[src/rtl/fslfa_pkg.sv]
// Package for the fixed-slot free-list allocator.
// Holds operation and status codes, field widths and the slot entry type.
// No dependencies.
package fslfa_pkg;

  // Field widths.
  localparam int OP_W   = 2;
  localparam int SLOT_W = 8;
  localparam int ST_W   = 2;
  localparam int CNT_W  = 9;

  // Largest pool the 8-bit slot field can address.
  localparam int MAX_POOL = 256;

  // Slot count register value after reset.
  localparam logic [CNT_W-1:0] CNT_RESET = 9'd256;

  // Operation codes.
  localparam logic [OP_W-1:0] OP_ALLOC   = 2'd0;
  localparam logic [OP_W-1:0] OP_FREE    = 2'd1;
  localparam logic [OP_W-1:0] OP_REBUILD = 2'd2;

  // Status codes.
  localparam logic [ST_W-1:0] ST_OK           = 2'd0;
  localparam logic [ST_W-1:0] ST_NO_SPACE     = 2'd1;
  localparam logic [ST_W-1:0] ST_ALREADY_FREE = 2'd2;
  localparam logic [ST_W-1:0] ST_RANGE        = 2'd3;

  // One stored slot: its free mark and its link to the next free slot.
  typedef struct packed {
    logic              free;
    logic [SLOT_W-1:0] link;
  } entry_t;

endpackage

[src/rtl/fslfa_ram.sv]
// Generic single-port-write, single-port-read RAM with a registered read.
// No dependencies.
module fslfa_ram #(
  parameter int WIDTH = 9,
  parameter int DEPTH = 256,
  localparam int AW = (DEPTH > 1) ? $clog2(DEPTH) : 1
) (
  input  logic             clk,
  input  logic             wr_en,
  input  logic [AW-1:0]    wr_addr,
  input  logic [WIDTH-1:0] wr_data,
  input  logic             rd_en,
  input  logic [AW-1:0]    rd_addr,
  output logic [WIDTH-1:0] rd_data
);

  logic [WIDTH-1:0] mem [DEPTH];
  logic [WIDTH-1:0] rd_data_r;

  // Write port.
  always_ff @(posedge clk) begin
    if (wr_en) begin
      mem[wr_addr] <= wr_data;
    end
  end

  // Read port, registered: data is valid in the cycle after the read is issued.
  always_ff @(posedge clk) begin
    if (rd_en) begin
      rd_data_r <= mem[rd_addr];
    end
  end

  assign rd_data = rd_data_r;

endmodule

[src/rtl/fslfa_slot_store.sv]
// Slot entry store: RAM of free marks and links plus per-entry valid bits.
// An entry never written since reset or rebuild reads as its reset value.
// Depends on fslfa_pkg and fslfa_ram.
module fslfa_slot_store #(
  parameter int DEPTH = 256,
  localparam int AW = (DEPTH > 1) ? $clog2(DEPTH) : 1
) (
  input  logic                            clk,
  input  logic                            rst_n,
  input  logic                            clear,
  input  logic [fslfa_pkg::CNT_W-1:0]     active,
  input  logic                            rd_en,
  input  logic [AW-1:0]                   rd_addr,
  output fslfa_pkg::entry_t               rd_entry,
  input  logic                            wr_en,
  input  logic [AW-1:0]                   wr_addr,
  input  fslfa_pkg::entry_t               wr_entry
);

  localparam int EW = $bits(fslfa_pkg::entry_t);

  logic [DEPTH-1:0]              vld_r;
  logic [DEPTH-1:0]              vld_nxt;
  logic                          rd_vld_r;
  logic [AW-1:0]                 rd_addr_r;
  logic [EW-1:0]                 ram_rd_data;
  logic [fslfa_pkg::CNT_W-1:0]   rst_idx;
  logic [fslfa_pkg::CNT_W-1:0]   rst_link;
  fslfa_pkg::entry_t             ram_entry;

  fslfa_ram #(
    .WIDTH (EW),
    .DEPTH (DEPTH)
  ) u_ram (
    .clk     (clk),
    .wr_en   (wr_en),
    .wr_addr (wr_addr),
    .wr_data (wr_entry),
    .rd_en   (rd_en),
    .rd_addr (rd_addr),
    .rd_data (ram_rd_data)
  );

  // Valid bits: cleared at reset and rebuild, set by each write.
  always_comb begin
    vld_nxt = vld_r;
    if (clear) begin
      vld_nxt = '0;
    end else if (wr_en) begin
      vld_nxt[wr_addr] = 1'b1;
    end
  end

  always_ff @(posedge clk) begin
    if (!rst_n) begin
      vld_r <= '0;
    end else begin
      vld_r <= vld_nxt;
    end
  end

  // Capture the valid bit and address alongside the RAM read.
  always_ff @(posedge clk) begin
    if (rd_en) begin
      rd_vld_r  <= vld_r[rd_addr];
      rd_addr_r <= rd_addr;
    end
  end

  // Reset value of an entry: chained to the next index, free inside the pool.
  assign rst_idx   = fslfa_pkg::CNT_W'(rd_addr_r);
  assign rst_link  = rst_idx + fslfa_pkg::CNT_W'(1);
  assign ram_entry = fslfa_pkg::entry_t'(ram_rd_data);

  always_comb begin
    if (rd_vld_r) begin
      rd_entry = ram_entry;
    end else begin
      rd_entry.free = (rst_idx < active);
      rd_entry.link = rst_link[fslfa_pkg::SLOT_W-1:0];
    end
  end

endmodule

[src/rtl/fixed_slot_free_list_allocator_core.sv]
// Fixed-slot free-list allocator, top level.
// Depends on fslfa_pkg and fslfa_slot_store.
//
// A pool of fixed-size slots kept as a last-in first-out free list.
// Input channel (in_valid/in_ready) carries one request: allocate, free a
// slot, or rebuild the pool. Output channel (out_valid/out_ready) returns
// one result per request: a status and, for a granted allocation, the slot.
// cfg_wr_en/cfg_wr_data set the pool size; it takes effect at the next
// rebuild, and should be written only while the block is idle.
//
// A request is accepted and its slot entry is read from the entry RAM; once
// the output register is free, the result is formed, registered and the
// entry written back. The RAM read is registered, and no new request is taken
// until the current one is finished. If the receiver stalls, one finished
// result waits in the output register while the next request is still
// accepted; that request then holds until the output register frees. After
// reset the pool holds SLOTS slots (at most 256), all free, and allocations
// return 0, 1, 2 in order. No clearing pass is needed after reset.
module fixed_slot_free_list_allocator_core #(
  parameter int SLOTS = 256
) (
  input  logic                              clk,
  input  logic                              rst_n,
  input  logic                              cfg_wr_en,
  input  logic [fslfa_pkg::CNT_W-1:0]       cfg_wr_data,
  input  logic                              in_valid,
  output logic                              in_ready,
  input  logic [fslfa_pkg::OP_W-1:0]        in_operation,
  input  logic [fslfa_pkg::SLOT_W-1:0]      in_slot,
  output logic                              out_valid,
  input  logic                              out_ready,
  output logic [fslfa_pkg::ST_W-1:0]        out_status,
  output logic [fslfa_pkg::SLOT_W-1:0]      out_slot_out
);

  localparam int DEPTH = (SLOTS < fslfa_pkg::MAX_POOL) ? SLOTS : fslfa_pkg::MAX_POOL;
  localparam int AW    = (DEPTH > 1) ? $clog2(DEPTH) : 1;
  localparam logic [fslfa_pkg::CNT_W-1:0] DEPTH_CNT = fslfa_pkg::CNT_W'(DEPTH);

  // Control and payload registers.
  logic                              busy_r;
  logic                              busy_nxt;
  logic [fslfa_pkg::OP_W-1:0]        op_r;
  logic [fslfa_pkg::SLOT_W-1:0]      slot_r;
  logic [fslfa_pkg::SLOT_W-1:0]      head_r;
  logic [fslfa_pkg::SLOT_W-1:0]      head_nxt;
  logic                              empty_r;
  logic                              empty_nxt;
  logic [fslfa_pkg::CNT_W-1:0]       free_cnt_r;
  logic [fslfa_pkg::CNT_W-1:0]       free_cnt_nxt;
  logic [fslfa_pkg::CNT_W-1:0]       active_r;
  logic [fslfa_pkg::CNT_W-1:0]       active_nxt;
  logic [fslfa_pkg::CNT_W-1:0]       cfg_cnt_r;
  logic                              out_valid_r;
  logic                              out_valid_nxt;
  logic [fslfa_pkg::ST_W-1:0]        out_status_r;
  logic [fslfa_pkg::ST_W-1:0]        status_nxt;
  logic [fslfa_pkg::SLOT_W-1:0]      out_slot_r;
  logic [fslfa_pkg::SLOT_W-1:0]      grant_nxt;

  // Store interface.
  logic                              accept;
  logic                              done;
  logic                              st_clear;
  logic                              st_wr_en;
  logic [AW-1:0]                     st_rd_addr;
  logic [AW-1:0]                     st_wr_addr;
  fslfa_pkg::entry_t                 st_rd_entry;
  fslfa_pkg::entry_t                 st_wr_entry;
  logic [fslfa_pkg::CNT_W-1:0]       clamp_cnt;

  assign accept   = in_valid && in_ready;
  assign in_ready = !busy_r;
  assign done     = busy_r && (!out_valid_r || out_ready);

  // Pool size limited to the stored depth.
  assign clamp_cnt = (cfg_cnt_r > DEPTH_CNT) ? DEPTH_CNT : cfg_cnt_r;

  // A free reads the named slot; everything else reads the list head.
  assign st_rd_addr = (in_operation == fslfa_pkg::OP_FREE) ? in_slot[AW-1:0] : head_r[AW-1:0];

  fslfa_slot_store #(
    .DEPTH (DEPTH)
  ) u_store (
    .clk      (clk),
    .rst_n    (rst_n),
    .clear    (st_clear),
    .active   (active_r),
    .rd_en    (accept),
    .rd_addr  (st_rd_addr),
    .rd_entry (st_rd_entry),
    .wr_en    (st_wr_en),
    .wr_addr  (st_wr_addr),
    .wr_entry (st_wr_entry)
  );

  // Finishing step of a request: decide, update the list, write back the entry.
  always_comb begin
    head_nxt      = head_r;
    empty_nxt     = empty_r;
    free_cnt_nxt  = free_cnt_r;
    active_nxt    = active_r;
    status_nxt    = fslfa_pkg::ST_OK;
    grant_nxt     = '0;
    st_clear      = 1'b0;
    st_wr_en      = 1'b0;
    st_wr_addr    = head_r[AW-1:0];
    st_wr_entry   = '0;
    if (done) begin
      case (op_r)
        fslfa_pkg::OP_ALLOC: begin
          if (empty_r || free_cnt_r == '0 || fslfa_pkg::CNT_W'(head_r) >= DEPTH_CNT) begin
            status_nxt = fslfa_pkg::ST_NO_SPACE;
          end else begin
            grant_nxt    = head_r;
            head_nxt     = st_rd_entry.link;
            free_cnt_nxt = free_cnt_r - fslfa_pkg::CNT_W'(1);
            empty_nxt    = (free_cnt_r == fslfa_pkg::CNT_W'(1));
            st_wr_en     = 1'b1;
            st_wr_addr   = head_r[AW-1:0];
            st_wr_entry  = '0;
          end
        end
        fslfa_pkg::OP_FREE: begin
          if (fslfa_pkg::CNT_W'(slot_r) >= active_r) begin
            status_nxt = fslfa_pkg::ST_RANGE;
          end else if (st_rd_entry.free) begin
            status_nxt = fslfa_pkg::ST_ALREADY_FREE;
          end else begin
            head_nxt          = slot_r;
            free_cnt_nxt      = free_cnt_r + fslfa_pkg::CNT_W'(1);
            empty_nxt         = 1'b0;
            st_wr_en          = 1'b1;
            st_wr_addr        = slot_r[AW-1:0];
            st_wr_entry.free  = 1'b1;
            st_wr_entry.link  = empty_r ? st_rd_entry.link : head_r;
          end
        end
        fslfa_pkg::OP_REBUILD: begin
          st_clear     = 1'b1;
          active_nxt   = clamp_cnt;
          head_nxt     = '0;
          free_cnt_nxt = clamp_cnt;
          empty_nxt    = (clamp_cnt == '0);
        end
        default: begin
          // Unused code: no state change, plain ok result.
        end
      endcase
    end
  end

  // Request tracking and output valid.
  always_comb begin
    busy_nxt      = busy_r;
    out_valid_nxt = out_valid_r;
    if (out_valid_r && out_ready) begin
      out_valid_nxt = 1'b0;
    end
    if (done) begin
      busy_nxt      = 1'b0;
      out_valid_nxt = 1'b1;
    end
    if (accept) begin
      busy_nxt = 1'b1;
    end
  end

  // Control state.
  always_ff @(posedge clk) begin
    if (!rst_n) begin
      busy_r      <= 1'b0;
      out_valid_r <= 1'b0;
      head_r      <= '0;
      empty_r     <= 1'b0;
      free_cnt_r  <= DEPTH_CNT;
      active_r    <= DEPTH_CNT;
      cfg_cnt_r   <= fslfa_pkg::CNT_RESET;
    end else begin
      busy_r      <= busy_nxt;
      out_valid_r <= out_valid_nxt;
      head_r      <= head_nxt;
      empty_r     <= empty_nxt;
      free_cnt_r  <= free_cnt_nxt;
      active_r    <= active_nxt;
      if (cfg_wr_en) begin
        cfg_cnt_r <= cfg_wr_data;
      end
    end
  end

  // Request payload, held until the request finishes.
  always_ff @(posedge clk) begin
    if (accept) begin
      op_r   <= in_operation;
      slot_r <= in_slot;
    end
  end

  // Result register.
  always_ff @(posedge clk) begin
    if (done) begin
      out_status_r <= status_nxt;
      out_slot_r   <= grant_nxt;
    end
  end

  assign out_valid    = out_valid_r;
  assign out_status   = out_status_r;
  assign out_slot_out = out_slot_r;

endmodule

[config.mk]
export PLATFORM = sky130hd
export DESIGN_NAME = fixed_slot_free_list_allocator_core
export DESIGN_NICKNAME = d
export VERILOG_FILES = /design/src/rtl/fslfa_pkg.sv /design/src/rtl/fslfa_ram.sv /design/src/rtl/fslfa_slot_store.sv /design/src/rtl/fixed_slot_free_list_allocator_core.sv
export SDC_FILE = /design/constraint.sdc
export NUM_CORES = 2
export LEC_CHECK = 0
export ABC_AREA = 1
export BUFFER_PORTS_ARGS = -buffer_cell sky130_fd_sc_hd__buf_2
export CAP_MARGIN = 20
export CORE_MARGIN = 2
export CORE_UTILIZATION = 35
export CTS_CLUSTER_DIAMETER = 60
export DETAILED_ROUTE_END_ITERATION = 12
export SETUP_SLACK_MARGIN = 0.05
export SLEW_MARGIN = 20
export SYNTH_ARGS = -nofsm -noshare
export SYNTH_HDL_FRONTEND = slang
export SYNTH_HIERARCHICAL = 1
export SYNTH_SLANG_ARGS = --single-unit
[constraint.sdc]
create_clock -name clk -period 21.3 [get_ports clk]
set_input_delay 4.26 -clock clk [delete_from_list [all_inputs] [get_ports clk]]
set_output_delay 4.26 -clock clk [all_outputs]
set_load 0.01 [all_outputs]
[Word-level counts from Yosys, hierarchy flattened]
Memories as Yosys holds them, arrays and structs flattened. A register that Yosys moved wholly into a read port is not among the register bits.
Cells that the tools add are included.
Operators by class
  equal/unequal tests: 7
  bitwise gates (word level): 3
  mux-type cells: 43
  reduce and logical (&&, ||, !) cells: 19
  $lt $le $gt $ge: 6
  add/sub/neg operators: 3
Operators by type and width (count)
  OR 256 bit: 1
  two-way mux 9 bit: 9
  two-way mux 8 bit: 7
  one-hot mux 9 bit (3 select lines): 1
  one-hot mux 8 bit (3 select lines): 1
  zero test 9 bit: 2
  < comparator 8 x 9 -> 1 bit (second input constant): 2
  two-way mux 1 bit: 18
  adder 9 x 1 -> 9 bit (second input constant): 1
  == test 9 x 1 -> 1 bit (second input constant): 1
  >= comparator 8 x 9 -> 1 bit: 1
  > comparator 9 bit (second input constant): 1
  < comparator 8 x 9 -> 1 bit: 1
  subtractor 9 x 1 -> 9 bit (second input constant): 1
  adder 8 x 1 -> 8 bit (second input constant): 1
  binary-select mux 1 bit (select 8 bit): 1
  demux 1 bit (select 8 bit): 1
  >= comparator 8 x 1 -> 1 bit (second input constant): 1
  inequality test 2 bit (second input constant): 3
  AND reduction 5 bit: 1
  == test 2 x 1 -> 1 bit (second input constant): 2
  logical AND 1 bit: 4
  two-way mux 2 bit: 2
  one-hot mux 2 bit (2 select lines): 1
  other kinds (12): 17
Word-level totals
  output and inout bits: 12
  memories kept: 1
  input port bits: 24
  bits in writable memories: 2304
  word-level logic and storage cells: 96
  flip-flop bits (word level): 323
Memory list
  u_store.u_ram.mem: words 256, width 9, read ports 1, clocked after memory_dff 1, write ports 1, line fslfa_ram.sv:17  | logic [WIDTH-1:0] mem [DEPTH];

[Depth between registers and ports, before layout]
  depth after elaboration: 11
  mapped depth: 22
  mapped depth without buffers: 20

[Hierarchy]
The synthesis kept the hierarchy.
By module, submodules not included
  fslfa_ram: instances 1, sequential area each 69456.6 sq um, cells each 7826, area an instance 93609.8 sq um
  fslfa_slot_store: instances 1, sequential area each 5395.2 sq um, cells each 1561, area an instance 11129.4 sq um
  fixed_slot_free_list_allocator_core: instances 1, sequential area each 1361.3 sq um, cells each 533, area an instance 3683.5 sq um

[Worst setup path after synthesis]
Ideal clock, no wire load.
  path type: input -> register
  from: input port out_ready
  to: memory u_store.u_ram.mem[0][0] (data pin)
  arrival: 17820 ps
  cell stages on the path: 8
  setup slack: 2095 ps
  path buffers: 0
  cells stage by stage: inv_1 a21oi_2 inv_1 nor2_4 inv_1 nor2_1 inv_2 nor2_1
RTL lines
  start, declared: line fixed_slot_free_list_allocator_core.sv:31  | input logic out_ready,
  end, declared: line fslfa_ram.sv:17

[Final worst setup path]
  from: input port in_operation[1] (netlist name)
  to: register u_store.u_ram.rd_data_r[0], in the netlist u_store/u_ram/rd_data[0], read port of u_store.u_ram.mem (data pin)
On the way
  longest elaborated chain between the ends: 2
RTL lines
  start, declared: line fixed_slot_free_list_allocator_core.sv:28  | input logic [fslfa_pkg::OP_W-1:0] in_operation,
  == test 2 x 1 -> 1 bit: line fixed_slot_free_list_allocator_core.sv:80  | assign st_rd_addr = (in_operation == fslfa_pkg::OP_FREE) ? in_slot[AW-1:0] : head_r[AW-1:0];
  two-way mux 8 bit: line fixed_slot_free_list_allocator_core.sv:80
  via st_rd_addr[0]: line fixed_slot_free_list_allocator_core.sv:66  | logic [AW-1:0] st_rd_addr;
  end, declared: line fslfa_ram.sv:18  | logic [WIDTH-1:0] rd_data_r;
The timed path passes the listed nets, and every way through them passes these cells.
A chain may end at the register's enable or synchronous reset.

==> reports/results.ini <==
[outcome]
status=complete, no violations

[power_and_ir_drop]
p_sw_mw=2.96
p_leak_nw=40.7
swShare_pct=25.4
seq_power_share_pct=48.0
clkPwrFrac_pct=41.1
intPower_mw=8.70
cellPowerDensity_nw_per_um2=96.4
pwr-share-comb_pct=10.9
power.total_mw=11.7
ir_drop_uv=96.6

[hold_path]
hold_class=reg2reg

[synth]
synthTopCellsByArea=edfxtp_1 (65%), nand3_1 (12%), nand2_1 (9.7%), dfxtp_1 (5.4%), nor2_1 (2.3%)
synth_area_per_cell_sq_um=10.9
synthTopCellsByCount=nand2_1 (2,794), nand3_1 (2,565), edfxtp_1 (2,342)
ys_ff_latch=2636
synth-edff-count=2342
synth_top_area_cell=edfxtp_1
synth.yosys.warnings=6
ys_seq_area_share_pct=70.3
synthArstFlopShare_pct=0
synth_top_area_share_pct=64.9
synth_flop_cell=edfxtp_1
yosysUniqueCellTypes=44
postSynthNetCount=9966
yosysMostFrequentCell=nand2_1
syn_area_sq_um=108000
syn_inst=9920

[timing]
finClkSkew_ps=73.8
post-route-period-util_pct=48.3
final_hold_viol_count=0
tightest_slew_ps=1230
relSlewSlack_pct=17.8
setup_violations=0
finalMaxSlewViolations=0
timing.hold.ws_ps=451
finalSetupTns_ps=0
rsz0062_at_grt=false
fmax_mhz=97.2
worst_slack_ps=11010
final.min_clock_period_ps=10290

[layout]
syn_to_final_growth_pct=11.5
drive_gt1_share_pct=6.37
nNetsFinal=9750
postLayoutCoreUtil_pct=39.2

[worst_setup_path]
path_cells=buf_2 > inv_1 > nand2_1 > nor2_1 > a21oi_4 > buf_4 > buf_4 > buf_4 > buf_4 > buf_4 > nand2_1 > nand3_1 > nand3_1 > nand3_1 > nand3_1 > nand3_1 > nand3_1 > nand2_1 > nand2_1 > nand2_1
crit_fanout=90
path_class=in2reg
slowest_delay_ps=860
cpMaxStageDelayCell=buf_4
cp-end-kind=register
cpMostUsedCell=nand3_1
crit_required_ps=22100
rrSetupSlack_ps=14820
cp.arrival_ps=11090
cp-start-kind=input port

[floorplanning]
fp.dieW_microns=561
core_sq_um=309000
start_util_pct=35.1
rows=204
die_h_microns=561
ios=36
dieArea_sq_um=314000

[grt]
antenna_found_initial=15
grt_max_degree=204
grt_pass1_vias=71350
grt_use_total_pct=19.4
grt_pass1_wl_mm=466
grt_overflow=0

[cts]
tritoncts=built
max-clock-path-buffers=4
clkTransAtPathRegs_ps=50
clk_latency_ps=950
cts_root_buffer=clkbuf_16
hold_buffers=0
htree_num_levels=5
clock-sinks=2636
cts_setup_buffers=0
cts_made_buffers=296
cts_repair_resize_count=0

[drt]
vias=75921
wl_per_cell_microns=22.4
firstDrtPassIters=6
drt-total-wl_mm=314
drc=0
drt_iter0_drc=9830
ant_nets=0
vias_per_cell=5.41

[job]
maxCapViolCount=0

[place]
dp_slack_ps=10180
io_buffers=35
gp_congestion=0.862
place_hpwl_mm=174

==> power by group through the flow <==
stage | sequential (mW) | combinational [mW] | clock (mW)
2_1_floorplan | 5.69 | 0.847 | 0
3_3_place_gp | 5.71 | 1.24 | 0
3_5_place_dp | 5.71 | 1.25 | 0
4_1_cts | 5.60 | 1.25 | 4.87
5_1_grt | 5.60 | 1.38 | 5.07
6_report | 5.60 | 1.27 | 4.79
==> layout make-up <==
| cell class | instances | area, sq um |
|---|---|---|
| antenna | 3 | 7.51 |
| clock buffer | 369 | 7810 |
| clock inverter | 129 | 1100 |
| fill | 29190 | 188000 |
| inverter | 152 | 614 |
| multi-input combinational | 6461 | 28700 |
| sequential | 2636 | 76200 |
| tap | 4120 | 5150 |
| timing repair buffer | 157 | 1330 |
==> flip-flops by register name, summed over array words and instances (netlist names) <==
register               cells
u_store/u_ram/mem       2304
u_store/vld_r            256
active_r                   9
cfg_cnt_r                  9
free_cnt_r                 9
u_store/u_ram/rd_data      9
head_r                     8
out_slot_out               8
slot_r                     8
u_store/rd_addr_r          8
op_r                       2
out_status                 2
busy_r                     1
empty_r                    1
out_valid                  1
u_store/rd_vld_r           1
==> cells in the final DEF (no fill, tap or decap), drive strengths merged <==
master,netlist,layout
clkbuf,207,369
xnor2,1,1
buf,464,157
o2111ai,1,1
dfxtp,294,294
nor3,14,14
clkinv,6,99
o211ai,2,2
edfxtp,2342,2342
inv,146,161
nand4,4,4
ha,22,22
nand2,2797,2797
mux2i,7,7
or2,2,2
nor2,657,657
xor2,2,2
clkinvlp,0,3
nor4,4,4
o31ai,1,1
o221ai,1,1
a21boi,1,1
nand3,2568,2568
and2,1,1
o21ai,51,51
bufinv,0,18
a21oi,320,320
a211oi,5,5
diode,0,3
==> layer usage <==
metal  global-route usage, %  routed length [microns]  up-vias
li1                        -                        -    34271
met1                    27.1                   132000    37492
met2                    30.0                   144000     3540
met3                    3.50                    27700      612
met4                    7.17                    11100        6
met5                       0                       38        -
==> critical path: cells and delay by family <==
family | cells | cell delay (ps)
AOI/OAI and AO/OA | 1 | 550
and+or+nand+nor | 12 | 2060
buffers and inverters | 7 | 3970
==> per-stage QoR <==
stage / cell area (sq um) / cells
6_report: 121000 / 14027
3_3_place_gp: 112000 / 13521
4_1_cts: 121000 / 14022
5_1_grt: 121000 / 14025
2_1_floorplan: 108000 / 9920
3_5_place_dp: 112000 / 13524
==> kinds of logic (layout without fill, tap and decap cells) <==
kind of cell | count (synthesis) | in the layout | share of synthesized area (%)
other | 0 | 3 | 0
adder cells (fa/ha/maj) | 22 | 22 | 0.254
multiplexers | 7 | 7 | 0.0646
AO/OA/AOI/OAI | 382 | 382 | 1.82
flip-flops | 2636 | 2636 | 70.3
XOR/XNOR | 3 | 3 | 0.0242
AND/OR/NAND/NOR | 6047 | 6047 | 24.1
buffers and inverters | 823 | 807 | 3.49
==> path summary, 6_finish.rpt <==
check,cells after the start,start,end
max,20,in_operation[1],u_store/u_ram/rd_data[0]
min,2,u_store/vld_r[215],u_store/vld_r[215]
max reg2reg,17,head_r[0],u_store/u_ram/rd_data[0]
min reg2reg,2,u_store/vld_r[215],u_store/vld_r[215]
No activity file was read; power rests on OpenSTA's default activity.
